<file path="src/rtl/gps_pkg.sv">
// Shared types and constants of the gradient point selector.
`default_nettype none

package gps_pkg;

  localparam int PIX_W   = 8;
  localparam int COL_W   = 12;   // column as carried in the queue, covers the longest line
  localparam int ROW_W   = 12;
  localparam int ROWX_W  = ROW_W + 1;
  localparam int OCOL_W  = 10;

  localparam int IW_W    = 11;
  localparam int IH_W    = 12;
  localparam int BM_W    = 7;
  localparam int TH_W    = 17;
  localparam int CF_W    = 18;
  localparam int OFS_W   = 16;

  localparam int CFG_AW  = 3;
  localparam int CFG_DW  = 18;

  localparam int SQ_W    = 17;
  localparam int DP_W    = 18;
  localparam int PROD_W  = CF_W + DP_W;
  localparam int SUM_W   = PROD_W + 1;
  localparam int SON_W   = 32;

  localparam int OUT_W   = OCOL_W + ROW_W + PIX_W + 2 * SON_W;
  localparam int OUT_TDATA_W = ((OUT_W + 7) / 8) * 8;

  localparam int Q_DEPTH = 4;
  localparam int Q_AW    = 2;

  typedef enum logic [CFG_AW-1:0] {
    CFG_IMAGE_WIDTH  = 3'd0,
    CFG_IMAGE_HEIGHT = 3'd1,
    CFG_BORDER       = 3'd2,
    CFG_THRESH       = 3'd3,
    CFG_COEF_COS     = 3'd4,
    CFG_COEF_SIN     = 3'd5,
    CFG_OFFSET_X     = 3'd6,
    CFG_OFFSET_Y     = 3'd7
  } cfg_idx_e;

  typedef struct packed {
    logic        [IW_W-1:0]  image_width;
    logic        [IH_W-1:0]  image_height;
    logic        [BM_W-1:0]  border_margin;
    logic        [TH_W-1:0]  grad_thresh_sq;
    logic signed [CF_W-1:0]  coef_cos;
    logic signed [CF_W-1:0]  coef_sin;
    logic        [OFS_W-1:0] offset_x;
    logic        [OFS_W-1:0] offset_y;
  } cfg_t;

  localparam cfg_t CFG_RESET = '{
    image_width:    11'd640,
    image_height:   12'd480,
    border_margin:  7'd10,
    grad_thresh_sq: 17'd10000,
    coef_cos:       18'sd0,
    coef_sin:       -18'sd1311,
    offset_x:       16'd5120,
    offset_y:       16'd7680
  };

  // candidate pixel handed from front to back
  typedef struct packed {
    logic [COL_W-1:0] col;
    logic [ROW_W-1:0] row;
    logic [PIX_W-1:0] gray;
    logic [PIX_W-1:0] below;
    logic [PIX_W-1:0] above;
    logic [PIX_W-1:0] left;
    logic [PIX_W-1:0] right;
  } cand_t;

endpackage

`default_nettype wire

</file>
<file path="src/rtl/gps_queue.sv">
// Short candidate queue between front and back.
`default_nettype none

module gps_queue (
  input  logic            clk_i,
  input  logic            rst_ni,
  input  logic            push_i,
  input  gps_pkg::cand_t  data_i,
  output logic            full_o,
  output logic            valid_o,
  output gps_pkg::cand_t  data_o,
  input  logic            pop_i
);

  gps_pkg::cand_t             mem_q [gps_pkg::Q_DEPTH];
  logic [gps_pkg::Q_AW-1:0]   wp_q, rp_q;
  logic [gps_pkg::Q_AW:0]     cnt_q;

  assign full_o  = (cnt_q == (gps_pkg::Q_AW + 1)'(gps_pkg::Q_DEPTH));
  assign valid_o = (cnt_q != '0);
  assign data_o  = mem_q[rp_q];

  always_ff @(posedge clk_i) begin
    if (push_i) begin
      mem_q[wp_q] <= data_i;
    end
  end

  always_ff @(posedge clk_i or negedge rst_ni) begin
    if (!rst_ni) begin
      wp_q  <= '0;
      rp_q  <= '0;
      cnt_q <= '0;
    end else begin
      if (push_i) begin
        wp_q <= wp_q + gps_pkg::Q_AW'(1);
      end
      if (pop_i) begin
        rp_q <= rp_q + gps_pkg::Q_AW'(1);
      end
      if (push_i && !pop_i) begin
        cnt_q <= cnt_q + (gps_pkg::Q_AW + 1)'(1);
      end else if (pop_i && !push_i) begin
        cnt_q <= cnt_q - (gps_pkg::Q_AW + 1)'(1);
      end
    end
  end

endmodule

`default_nettype wire

</file>
<file path="config.mk">
export PLATFORM = sky130hd
export DESIGN_NAME = gps_queue
export DESIGN_NICKNAME = d
export VERILOG_FILES = /design/src/rtl/gps_pkg.sv /design/src/rtl/gps_queue.sv
export SDC_FILE = /design/constraint.sdc
export NUM_CORES = 1
export LEC_CHECK = 0
export BUFFER_PORTS_ARGS = -buffer_cell sky130_fd_sc_hd__buf_2
export CAP_MARGIN = 20
export CORE_MARGIN = 4
export CORE_UTILIZATION = 59
export CTS_BUF_LIST = sky130_fd_sc_hd__clkbuf_2 sky130_fd_sc_hd__clkbuf_4 sky130_fd_sc_hd__clkbuf_8
export DETAILED_ROUTE_END_ITERATION = 7
export PLACE_DENSITY_LB_ADDON = 0.1
export SLEW_MARGIN = 25
export SYNTH_ARGS = -nofsm -noshare
export SYNTH_HDL_FRONTEND = slang
export SYNTH_SLANG_ARGS = --single-unit
</file>
<file path="constraint.sdc">
create_clock -name clk_i -period 3.4 [get_ports clk_i]
set_input_delay 0.34 -clock clk_i [delete_from_list [all_inputs] [get_ports clk_i]]
set_output_delay 0.34 -clock clk_i [all_outputs]
set_load 0.02 [all_outputs]
</file>
# After elaboration in Yosys (flattened, before gate mapping)
# Memory sizes are Yosys's and may differ from the RTL's.
# Cells that the tools add are included.
[totals] reg_bits=7 ram_bits=256 inputBits=68 out_inout_bits=66 word_cells=19 mem_count=1
[op_classes] add_sub_neg=4 n_eq_ne=1 mux=4 reduce_logical=6
[mem_list] name="mem_q" depth=4 width=64 rd=1 rd_clocked_by_memory_dff=0 wr=1 line_no="gps_queue.sv:15" rtl="gps_pkg::cand_t mem_q [gps_pkg::Q_DEPTH];"
[ops] operator="$mux 3" n=2
[ops] operator="$add 2x1->2 const B" n=2
[ops] operator="$add 3x1->3 const B" n=1
[ops] operator="$eq 3x3->1 const B" n=1
[ops] operator="$reduce_bool 3->1" n=1
[ops] operator="$sub 3x1->3 const B" n=1
[ops] operator="$logic_and 1x1->1" n=2
[ops] operator="$logic_not 1->1" n=2
[ops] operator="$mux 1" n=2
[ops] operator="$reduce_bool 2->1" n=1

# Depth between registers and ports, before layout
[depth] depth_word=4 mapped_depth=7 ltp_nobuf=7

# Worst setup path before layout
# No wires, ideal clock.
[synth_path] path_kind="register to register" startpoint="register wp_q[0] in the netlist's numbering" endpoint="memory mem_q[2][0] in the netlist's numbering (enable)" setup_time_ns=0.429 t_arrival_ns=2.121 t_required_ns=2.971 setup_slack_ns=0.851 stages_incl_launch_ff=4 path_buffers=0 synth_period_minus_slack_ns=2.549 cell_sequence="dfrtp_1 inv_1 ha_1 and2_1"
[synth_lines] item="start: declaration" line_no="gps_queue.sv:16" rtl="logic [gps_pkg::Q_AW-1:0] wp_q, rp_q;"
[synth_lines] item="start signal: assignment" line_no="gps_queue.sv:36" rtl="wp_q <= wp_q + gps_pkg::Q_AW'(1);"
[synth_lines] item="end: declaration" line_no="gps_queue.sv:15"
# Straight into the memory's write port.

==> run summary <==
number of max-cap violations: 0
number of cells on the critical path: 3
Starting Density: 0.6038
endpoints failing hold: 0
register area share after synthesis: 0.8168
critical path's slowest cell: dfrtp_4
Startpoint Class: flop
buffer cell driving the clock tree root: clkbuf_8
data required time at the worst endpoint: 3.06 ns
Setup-failing EPs final: 0
worst-case clock buffer depth: 3
total detailed-routing wirelength: 16,550 um
run status: completed
hold path start: data_i[22]
routed vias: 4,381
Endpoint, Worst Hold: mem_q[0][22]
category of the worst setup path capture point: output pin
Yosys cell types: 19
number of non-filler instances in the completed layout: 795
Tightest Hold Check Type: in2reg
leakage dissipation: 0.004017 uW
fraction of layout cells with a size suffix above 1: 0.4801
final cell utilization of the core: 0.7215
Worst Tran Pin Value: 1.008 ns
nets@finish: 620
Ant. Diodes: 0
critical path, cell by cell: buf_4 -> mux4_2 -> buf_2
area overhead of the layout relative to synthesis: 19.50%
Placement Rows: 46
Worst Reg-to-Reg Cells: 3
max-slew violation total from the final report: 0
width of the die: 135.7 um
count of buffers from port buffering: 133
count of buffering cells on the critical path with inverters included: 2
Critical Path Max Stage Delay: 0.77 ns
fraction of synthesis flops using an asynchronous set or reset pin: 0.02662
post-CTS setup buffer count: 0
accumulated negative setup slack: 0 ns
Vias per Instance: 5.511
number of ports placed on the die boundary: 134
maximum fanout encountered on the critical timing path: 26
RSZ-0062 raised after global routing: false
overall die area: 0.01842 mm2
FILL cells: 1,005
total instance count after detailed placement: 705
endpoint arrival time on the critical path: 2.41 ns
clk sink count: 263
final weighted congestion in routability-driven placement: 0.6929
total non-filler cell area in the finished layout: 0.01150 mm2
all-layer global routing usage: 0.1879
vias in the first global route: 4,790
cell count after synthesis: 368
cts bufs inserted: 43
Max rail drop VDD: 0.5860 mV
largest clock skew in the final design: 0.02346 ns
mean routed wirelength per cell: 20.82 um
worst reg2reg startpoint: wp_q[0]
initial antenna violation count: 0
clock-pin slew of the registers on the worst-case setup and hold paths: 0.06 ns
DP Wirelength: 9004 um
cell depth of the worst hold path: 1
clock tree from TritonCTS: built
die height: 135.7 um
register-to-register path setup slack: 1.51 ns
remaining antenna violation count after routing: 0
highest clock frequency the design can meet: 363.3 MHz
Worst path top cell family by delay: flip-flops
most common flop cell mapped by yosys: edfxtp_1
dpl cell area: 0.01050 mm2
clock latency reported for the late side of the worst-skew pair: 0.52 ns
EDFF count, synth: 256
synthesized flop and latch total: 263
number of H-tree levels: 2
fin crit share: 0.8096
Std-Cell Core Area: 0.01594 mm2
reg-to-reg endpoint: mem_q[0][46]
largest net degree at the start of global routing: 66
global-route wire length before repair: 26,090 um
DRC violation count after routing: 0
number of iterations in the first detailed-routing pass: 5
Mean Syn Cell Area: 26.16 um2
Tot Pwr: 10,230 uW
syn_nets: 442
startpoint-to-endpoint class of the critical path: reg2out
final period demand of the worst path: 2.753 ns
Max-slew headroom: 0.3282
yosys warns: 0
DR iter-0 viols: 247
total standard cell area after synthesis: 0.009625 mm2
power density over the cells: 889.2 mW/mm2
overflow left after global routing: 0
worst max-delay path by stage:
| stage | start | end | slack (ns) |
|---|---|---|---|
| floorplan | wp_q[0] | mem_q[2][0] | 0.85 |
| global route | rp_q[0] | data_o[53] | 0.44 |
| CTS | rp_q[0] | data_o[62] | 0.53 |
| detailed placement | rp_q[0] | data_o[62] | 1.10 |
| finish | rp_q[0] | data_o[58] | 0.65 |
| global placement | rp_q[0] | data_o[62] | 1.10 |
cell families (layout without fill, tap and decap cells):
| group | after synthesis | count (layout) | synth area share |
|---|---|---|---|
| AOI/OAI and AO/OA | 1 | 1 | 0.0005195 |
| xor gates and xnor gates | 6 | 6 | 0.005459 |
| adders and majority gates | 6 | 6 | 0.008579 |
| buffers and inverters | 18 | 229 | 0.01248 |
| DFF | 263 | 263 | 0.8168 |
| muxes | 65 | 65 | 0.1509 |
| and+or+nand+nor | 9 | 9 | 0.005200 |
registers in the layout, summed over array words and instances, names as in the netlist:
register	count
wp_q	2
cnt_q	3
mem_q	256
rp_q	2
where the power goes:
part	total, uW	internal, uW	leakage (uW)	switching (uW)
logic	2870	1260	0.00111	1610
registers	4660	4260	0.00243	403
clock network	2700	1560	0.000473	1130
total	10200	7090	0.00402	3140
final cells by class:
type / instances / area, um2 / share of cell area
clock inverter: 9 / 37.54 / 0.003263
tap: 216 / 270.3 / 0.02350
clock buffer: 69 / 843.3 / 0.07332
sequential: 263 / 7870 / 0.6842
timing repair buffer: 147 / 813.3 / 0.07071
multi-input combinational: 87 / 1653 / 0.1437
inverter: 4 / 15.01 / 0.001305
synth_stat cells, types with 2 or more instances:
library cell	number	area (um2)
buf_6	5	56.30
buf_4	2	15.01
ha_1	5	62.56
and2_1	4	25.02
inv_1	4	15.01
xnor2_1	2	17.52
xor2_1	4	35.03
dfrtp_1	7	175.2
buf_2	6	30.03
mux4_2	64	1441
edfxtp_1	256	7687
nand2_1	2	7.510
cell usage in the layout, fill, tap and decap left out:
cell type / Yosys / layout
and2_4: 0 / 4
buf_12: 0 / 1
buf_2: 6 / 133
buf_4: 2 / 1
clkbuf_4: 0 / 17
clkbuf_8: 0 / 52
clkinv_1: 0 / 6
clkinv_2: 0 / 3
dfrtp_1: 7 / 5
dfrtp_4: 0 / 2
dlygate4sd3_1: 0 / 12
edfxtp_1: 256 / 256
fa_1: 1 / 1
ha_1: 5 / 5
inv_1: 4 / 4
mux2_2: 1 / 1
mux4_2: 64 / 64
nand2_1: 2 / 2
nor2_1: 1 / 1
nor3b_1: 1 / 1
o21ai_0: 1 / 1
or3_1: 1 / 1
xnor2_1: 2 / 2
xor2_1: 4 / 4
metal layers:
| layer | routed length (um) | GRT usage |
|---|---|---|
| met5 | 0 | 0 |
| met4 | 348 | 0.07111 |
| met3 | 1003 | 0.04755 |
| met2 | 8418 | 0.3025 |
| met1 | 6780 | 0.2531 |
per-stage QoR:
stage          hold WS, ns  worst slack [ns]
2_1_floorplan      0.04441            0.8505
3_3_place_gp        0.1790             1.098
3_5_place_dp        0.1847             1.096
4_1_cts           0.001009            0.5339
5_1_grt           0.001360            0.4432
6_report           0.03069            0.6473
what timing repair did:
item	in CTS	in global routing
resized for setup	0	0
hold buffers	11	1
endpoints found under the hold margin	40	3
Note: power is estimated with default switching activity, not from simulation.
