--- config.mk ---
export PLATFORM = sky130hd
export DESIGN_NAME = gps_back
export DESIGN_NICKNAME = d
export VERILOG_FILES = /design/src/rtl/gps_pkg.sv /design/src/rtl/gps_back.sv
export SDC_FILE = /design/constraint.sdc
export NUM_CORES = 2
export LEC_CHECK = 0
export ABC_AREA = 1
export ABC_CLOCK_PERIOD_IN_PS = 7450
export BUFFER_PORTS_ARGS = -buffer_cell sky130_fd_sc_hd__buf_4
export CORE_MARGIN = 2
export CORE_UTILIZATION = 44
export CTS_BUF_LIST = sky130_fd_sc_hd__clkbuf_16
export CTS_CLUSTER_DIAMETER = 40
export CTS_CLUSTER_SIZE = 12
export DETAILED_ROUTE_END_ITERATION = 12
export GPL_TIMING_DRIVEN = 1
export PLACE_DENSITY = 0.6
export REMOVE_ABC_BUFFERS = 1
export SKIP_LAST_GASP = 1
export SYNTH_ARGS = -nofsm -noshare
export SYNTH_HDL_FRONTEND = slang
export SYNTH_SLANG_ARGS = --single-unit
--- constraint.sdc ---
create_clock -name clk_i -period 7.45 [get_ports clk_i]
set_input_delay 0.3725 -clock clk_i [delete_from_list [all_inputs] [get_ports clk_i]]
set_output_delay 0.3725 -clock clk_i [all_outputs]
set_load 0.005 [all_outputs]
--- src/rtl/gps_pkg.sv ---
// Shared types and constants of the gradient point selector.
`default_nettype none

package gps_pkg;

  localparam int PIX_W   = 8;
  localparam int COL_W   = 12;   // column as carried in the queue, covers the longest line
  localparam int ROW_W   = 12;
  localparam int ROWX_W  = ROW_W + 1;
  localparam int OCOL_W  = 10;

  localparam int IW_W    = 11;
  localparam int IH_W    = 12;
  localparam int BM_W    = 7;
  localparam int TH_W    = 17;
  localparam int CF_W    = 18;
  localparam int OFS_W   = 16;

  localparam int CFG_AW  = 3;
  localparam int CFG_DW  = 18;

  localparam int SQ_W    = 17;
  localparam int DP_W    = 18;
  localparam int PROD_W  = CF_W + DP_W;
  localparam int SUM_W   = PROD_W + 1;
  localparam int SON_W   = 32;

  localparam int OUT_W   = OCOL_W + ROW_W + PIX_W + 2 * SON_W;
  localparam int OUT_TDATA_W = ((OUT_W + 7) / 8) * 8;

  localparam int Q_DEPTH = 4;
  localparam int Q_AW    = 2;

  typedef enum logic [CFG_AW-1:0] {
    CFG_IMAGE_WIDTH  = 3'd0,
    CFG_IMAGE_HEIGHT = 3'd1,
    CFG_BORDER       = 3'd2,
    CFG_THRESH       = 3'd3,
    CFG_COEF_COS     = 3'd4,
    CFG_COEF_SIN     = 3'd5,
    CFG_OFFSET_X     = 3'd6,
    CFG_OFFSET_Y     = 3'd7
  } cfg_idx_e;

  typedef struct packed {
    logic        [IW_W-1:0]  image_width;
    logic        [IH_W-1:0]  image_height;
    logic        [BM_W-1:0]  border_margin;
    logic        [TH_W-1:0]  grad_thresh_sq;
    logic signed [CF_W-1:0]  coef_cos;
    logic signed [CF_W-1:0]  coef_sin;
    logic        [OFS_W-1:0] offset_x;
    logic        [OFS_W-1:0] offset_y;
  } cfg_t;

  localparam cfg_t CFG_RESET = '{
    image_width:    11'd640,
    image_height:   12'd480,
    border_margin:  7'd10,
    grad_thresh_sq: 17'd10000,
    coef_cos:       18'sd0,
    coef_sin:       -18'sd1311,
    offset_x:       16'd5120,
    offset_y:       16'd7680
  };

  // candidate pixel handed from front to back
  typedef struct packed {
    logic [COL_W-1:0] col;
    logic [ROW_W-1:0] row;
    logic [PIX_W-1:0] gray;
    logic [PIX_W-1:0] below;
    logic [PIX_W-1:0] above;
    logic [PIX_W-1:0] left;
    logic [PIX_W-1:0] right;
  } cand_t;

endpackage

`default_nettype wire

--- src/rtl/gps_back.sv ---
// Back end: gradient threshold, sonar-plane mapping, rounding and the output register.
`default_nettype none

module gps_back (
  input  logic                              clk_i,
  input  logic                              rst_ni,
  input  gps_pkg::cfg_t                     cfg_i,
  input  logic                              q_valid_i,
  input  gps_pkg::cand_t                    q_data_i,
  output logic                              q_pop_o,
  output logic                              m_valid_o,
  input  logic                              m_ready_i,
  output logic [gps_pkg::OUT_TDATA_W-1:0]   m_data_o
);

  function automatic logic [gps_pkg::SON_W-1:0] rnd_sat(
    input logic signed [gps_pkg::SUM_W-1:0] v
  );
    logic [gps_pkg::SUM_W:0]   t;
    logic [gps_pkg::SUM_W-4:0] q;
    // floor((v + 8) / 16): round half up to Q.16
    t = (gps_pkg::SUM_W + 1)'(v) + (gps_pkg::SUM_W + 1)'(8);
    q = t[gps_pkg::SUM_W:4];
    if (q[gps_pkg::SUM_W-4:gps_pkg::SON_W-1] == '0 ||
        q[gps_pkg::SUM_W-4:gps_pkg::SON_W-1] == '1) begin
      rnd_sat = q[gps_pkg::SON_W-1:0];
    end else if (q[gps_pkg::SUM_W-4]) begin
      rnd_sat = {1'b1, {(gps_pkg::SON_W - 1){1'b0}}};
    end else begin
      rnd_sat = {1'b0, {(gps_pkg::SON_W - 1){1'b1}}};
    end
  endfunction

  logic en1, en2, en3;
  logic v1_q, v2_q, vo_q;

  logic signed [gps_pkg::PIX_W:0]      gx, gy;
  logic signed [2*gps_pkg::PIX_W+1:0]  gx2, gy2;
  logic [gps_pkg::SQ_W-1:0]            sq;
  logic                                sel;
  logic signed [gps_pkg::DP_W-1:0]     dxp_d, dyp_d;

  logic [gps_pkg::COL_W-1:0]           b1_col_q, b2_col_q;
  logic [gps_pkg::ROW_W-1:0]           b1_row_q, b2_row_q;
  logic [gps_pkg::PIX_W-1:0]           b1_gray_q, b2_gray_q;
  logic signed [gps_pkg::DP_W-1:0]     b1_dxp_q, b1_dyp_q;
  logic signed [gps_pkg::PROD_W-1:0]   p_cx_q, p_sy_q, p_cy_q, p_sx_q;
  logic signed [gps_pkg::SUM_W-1:0]    sx, sy;
  logic [gps_pkg::OUT_TDATA_W-1:0]     out_q;

  assign en3     = !vo_q || m_ready_i;
  assign en2     = !v2_q || en3;
  assign en1     = !v1_q || en2;
  assign q_pop_o = q_valid_i && en1;

  always_comb begin
    gx    = $signed({1'b0, q_data_i.right}) - $signed({1'b0, q_data_i.left});
    gy    = $signed({1'b0, q_data_i.below}) - $signed({1'b0, q_data_i.above});
    gx2   = gx * gx;
    gy2   = gy * gy;
    sq    = gps_pkg::SQ_W'(gx2) + gps_pkg::SQ_W'(gy2);
    sel   = (sq >= cfg_i.grad_thresh_sq);
    dxp_d = $signed(gps_pkg::DP_W'({q_data_i.col, 4'b0000}))
          - $signed(gps_pkg::DP_W'(cfg_i.offset_x));
    dyp_d = $signed(gps_pkg::DP_W'({q_data_i.row, 4'b0000}))
          - $signed(gps_pkg::DP_W'(cfg_i.offset_y));
  end

  always_comb begin
    sx = gps_pkg::SUM_W'(p_cx_q) + gps_pkg::SUM_W'(p_sy_q);
    sy = gps_pkg::SUM_W'(p_cy_q) - gps_pkg::SUM_W'(p_sx_q);
  end

  always_ff @(posedge clk_i) begin
    if (en1) begin
      b1_col_q  <= q_data_i.col;
      b1_row_q  <= q_data_i.row;
      b1_gray_q <= q_data_i.gray;
      b1_dxp_q  <= dxp_d;
      b1_dyp_q  <= dyp_d;
    end
    if (en2) begin
      b2_col_q  <= b1_col_q;
      b2_row_q  <= b1_row_q;
      b2_gray_q <= b1_gray_q;
      p_cx_q    <= cfg_i.coef_cos * b1_dxp_q;
      p_sy_q    <= cfg_i.coef_sin * b1_dyp_q;
      p_cy_q    <= cfg_i.coef_cos * b1_dyp_q;
      p_sx_q    <= cfg_i.coef_sin * b1_dxp_q;
    end
    if (en3) begin
      out_q <= gps_pkg::OUT_TDATA_W'({rnd_sat(sy), rnd_sat(sx), b2_gray_q, b2_row_q,
                                      b2_col_q[gps_pkg::OCOL_W-1:0]});
    end
  end

  always_ff @(posedge clk_i or negedge rst_ni) begin
    if (!rst_ni) begin
      v1_q <= 1'b0;
      v2_q <= 1'b0;
      vo_q <= 1'b0;
    end else begin
      if (en1) begin
        v1_q <= q_valid_i && sel;
      end
      if (en2) begin
        v2_q <= v1_q;
      end
      if (en3) begin
        vo_q <= v2_q;
      end
    end
  end

  assign m_valid_o = vo_q;
  assign m_data_o  = out_q;

endmodule

`default_nettype wire

Word level (Yosys, flattened, before mapping)

Cells that the tools add are included.

Equal/unequal tests: 2
Add/subtract/negate cells: 9
Multiplexer cells: 4
$mul: 6
Reductions and logical operators: 12
Order comparisons: 1

Operator list:

| cell                    | count |
|---|---|
| $mul A18 B17 Y35        | 4 |
| $mux W32                | 4 |
| $add A37 B5 Y38 const B | 2 |
| $add A36 B36 Y37        | 1 |
| $sub A36 B36 Y37        | 1 |
| $mul A9 B9 Y17          | 2 |
| $sub A16 B16 Y17        | 2 |
| $sub A8 B8 Y9           | 2 |
| $add A17 B17 Y17        | 1 |
| $ge A17 B17 Y1          | 1 |
| $eq A3 B3 Y1 const B    | 2 |
| $logic_not A3 Y1        | 2 |
| $logic_or A1 B1 Y1      | 5 |
| $logic_not A1 Y1        | 3 |
| $logic_and A1 B1 Y1     | 2 |

Output and inout port bits: 98
Logic and storage cells: 50
Bits in registers: 335

Longest topological paths before layout

Depth in word-level cells: 5
Depth in mapped cells: 44
Mapped depth without buffers: 44

Least setup slack after synthesis

No wires, ideal clock.

Path type: input to register
From: input q_data_i[0] (netlist name)
To: register v1_q
Arrival time: 7.896 ns
Setup slack: -0.550 ns
Required time: 7.346 ns
Cell stages on the path: 42
Buffers on the path: 1
Cells stage by stage: inv_1 ha_1 inv_1 fa_1 nand3_1 nand2_1 nand2_1 nand2_1 a21oi_1 or2_2 nand2_1 a21oi_1 buf_2 nand2_1 fa_1 fa_1 inv_1 fa_1 (+6 left out) fa_1 inv_1 ha_1 nand2_1 o21ai_0 nand4_1 nand2_1 nand2_1 nand2_1 a21oi_1 xnor2_1 ha_1 nand2_1 nor4_1 nand4_1 nand4_1 nand2_1 nand2_1

Longest elaborated chain between the ends: 5

Ends and longest elaborated chain:

| element              | RTL line        | source |
|---|---|---|
| start, declared      | gps_back.sv:9   | `input gps_pkg::cand_t q_data_i,` |
| $sub A8 B8 Y9        | gps_back.sv:57  | `gx = $signed({1'b0, q_data_i.right}) - $signed({1'b0, q_data_i.left});` |
| $mul A9 B9 Y17       | gps_back.sv:59  | `gx2 = gx * gx;` |
| $add A17 B17 Y17     | gps_back.sv:61  | `sq = gps_pkg::SQ_W'(gx2) + gps_pkg::SQ_W'(gy2);` |
| $ge A17 B17 Y1       | gps_back.sv:62  | `sel = (sq >= cfg_i.grad_thresh_sq);` |
| $logic_and A1 B1 Y1  | gps_back.sv:104 | `v1_q <= q_valid_i && sel;` |
| end signal, assigned | gps_back.sv:104 |  |
| end, declared        | gps_back.sv:35  | `logic v1_q, v2_q, vo_q;` |

Every way passes these cells.
A chain may end at the register's enable or synchronous reset.

Worst setup path after layout

Ends and elaborated chain as after synthesis.

==> metrics.md <==
| Metric | Value |
|---|---|
| Total CTS buffers | `54` |
| Fraction of registers with async set/reset | `0.906%` |
| Max Slew Vio Count | `0` |
| Synth Cell Area | `71,700 µm²` |
| IO buf count | `248` |
| Tcrit/Tclk final | `99.5%` |
| Ys flop type | `edfxtp_1` |
| Req. time, crit path | `8.00 ns` |
| #FFs+latches synth | `331` |
| First-pass DRT Iterations | `6` |
| Area delta synth->final | `11.0%` |
| Max Clock Skew | `0.0525 ns` |
| CTS tree | `yes` |
| Slowest CP cell | `fa_1` |
| Number of global-route vias before repair | `56,500` |
| Root buf cell | `clkbuf_16` |
| Synth unique cells | `54` |
| YS warnings | `0` |
| Max-Cap Viols | `0` |
| Final Hold Fails | `0` |
| Most frequent cells in the layout | `inv_1, nand2_1, fa_1` |
| Normalized max-slew margin | `17.4%` |
| Synth top area cells | `fa_1, edfxtp_1, inv_1` |
| Die Width | `408 µm` |
| Clock Path Buffers | `3` |
| Worst slew pin tran | `1.24 ns` |
| Most common cell after layout, fill and taps aside | `inv_1` |
| GRT Resource Usage Total | `24.3%` |
| Endpoints failing setup | `0` |
| Ports | `281` |
| Slowest Stage Delay on Critical Path | `0.57 ns` |
| DRC viols | `0` |
| Fin Setup TNS | `0 ns` |
| Filler instances | `15,800` |
| Post-Layout Cell Count | `11,100` |
| Clk sinks | `331` |
| Vias | `54,200` |
| Routed WL | `195,000 µm` |
| Placement row count | `148` |
| Number of routed nets with antenna violations | `0` |
| Core area | `162,000 µm²` |
| Post-DP HPWL | `166,000 µm` |
| Outcome | `complete, no violations` |
| Min Tclk post-route | `7.42 ns` |
| Via/cell ratio | `4.89` |
| Synth area leader | `fa_1` |
| Share of layout cells above drive strength 1 | `8.85%` |
| Synth top area share | `38.5%` |
| First-pass GRT wire length | `317,000 µm` |
| Clock Latency Late Sink | `0.68 ns` |
| Htree depth | `2` |
| Hold Path Class | `in -> reg` |
| Worst-path clk slew | `0.06 ns` |
| Cell count after synthesis | `8,547` |
| First DRT Iteration DRCs | `4,042` |
| CP arrival | `7.97 ns` |
| Post-placement cell count | `10,900` |
| Post-synth EDFFs | `328` |
| FMAX | `0.135 GHz` |
| Number of nets in the layout | `11,000` |
| Crit path kind | `in -> reg` |
| RSZ-0062 raised after global routing | `yes` |
| GPL Wtd Cong | `0.918` |
| Critical Path Start Type | `input port` |
| Max FO, Critical Path | `3` |
| Seq/Total Area, Yosys | `13.8%` |
| Total congestion overflow | `0` |
| Full die area | `166,000 µm²` |
| Most frequent CP cell | `fa_1` |
| Kind of end point of the critical path | `register` |
| Pin count of the biggest net entering global routing | `73` |
| Starting Density | `44.2%` |
| Avg WL per Cell | `17.6 µm` |
| Die H | `408 µm` |
| Initial antenna violation count | `3` |
| Mean area per synthesized cell | `8.38 µm²` |
## logic make-up after synthesis
kind of cell	Yosys count	share of synthesized area [%]
adders and majority gates	1989	49.2
AOI/OAI and AO/OA	552	4.49
buffers and inverters	2711	14.3
and+or+nand+nor	2726	15.3
other	1	0.00523
xor gates and xnor gates	237	2.90
DFF	331	13.8
## what timing repair did
action,4_1_cts,5_1_grt
cloned,0,0
setup endpoints to repair,1,1
resized for setup,16,53
hold endpoints to repair,37,0
setup buffers,2,5
hold buffers,35,0
pin swaps,7,45
## sequential cells by signal, indices dropped and copies added (netlist names), 10 cells and up
| name | cells |
|---|---|
| p_cy_q | 35 |
| p_cx_q | 35 |
| b2_col_q | 10 |
| b2_row_q | 12 |
| b1_dyp_q | 17 |
| m_data_o | 94 |
| p_sx_q | 35 |
| b1_row_q | 12 |
| b1_dxp_q | 17 |
| b1_col_q | 10 |
| p_sy_q | 35 |
## cells in the mapped netlist, types with 111 or more instances
| master | n |
|---|---|
| inv_1 | 2403 |
| nor2_1 | 313 |
| fa_1 | 1377 |
| edfxtp_1 | 328 |
| nand2_1 | 2093 |
| xor2_1 | 126 |
| ha_1 | 612 |
| xnor2_1 | 111 |
| o21ai_0 | 143 |
| a21oi_1 | 251 |
| nand3_1 | 143 |
| clkbuf_1 | 267 |
## critical path: cells and delay by family
kind / cells / cell delay (ns)
AOI/OAI and AO/OA: 3 / 0.47
buffers and inverters: 10 / 0.79
and+or+nand+nor: 19 / 1.46
xor gates and xnor gates: 1 / 0.16
adders and majority gates: 11 / 4.67
## through the flow
stage	worst slack, ns	utilization (%)	hold slack, ns	instance area, µm²
2_1_floorplan	-0.873	-	0.0769	70500
3_3_place_gp	-0.986	47.5	0.174	77100
3_5_place_dp	-1.07	47.5	0.173	77100
4_1_cts	0.000650	48.9	0.0166	79300
5_1_grt	-0.340	49.0	0.0275	79500
6_report	0.0346	49.0	0.0619	79500
## worst paths after layout
check | cells past startpoint | slack (ns) | start | endpoint
min in group asynchronous | 2 | 0.08 | rst_ni | m_valid_o
max in group asynchronous | 2 | 7.27 | rst_ni | v1_q
hold reg to reg | 0 | 0.41 | b2_row_q[8] | m_data_o[18]
setup reg to reg | 19 | 0.47 | b1_dyp_q[2] | p_sy_q[34]
hold / removal | 2 | 0.06 | cfg_i[2] | b1_dyp_q[2]
setup / recovery | 44 | 0.03 | q_data_i[0] | v1_q
## area by class of cell
type / count / area (µm²) / area share [%]
well taps: 2175 / 2720 / 3.42
repair buffers: 545 / 4260 / 5.35
flip-flops and latches: 331 / 9920 / 12.5
clock inverters: 47 / 454 / 0.571
clock buffers: 54 / 1350 / 1.70
diodes: 1 / 2.50 / 0.00315
multi-input cells: 5506 / 51800 / 65.1
inverters: 2416 / 9080 / 11.4
## metal layers
layer | wire length [µm] | vias up | track usage [%]
li1 | - | 25600 | -
met1 | 87600 | 26900 | 35.0
met2 | 89200 | 1503 | 38.3
met3 | 12500 | 214 | 3.36
met4 | 6090 | 4 | 6.94
met5 | 26 | - | 0
Power is left out: the tool's default activity adds up to more than one toggle a clock period on the data nets, which glitch-free logic cannot reach.
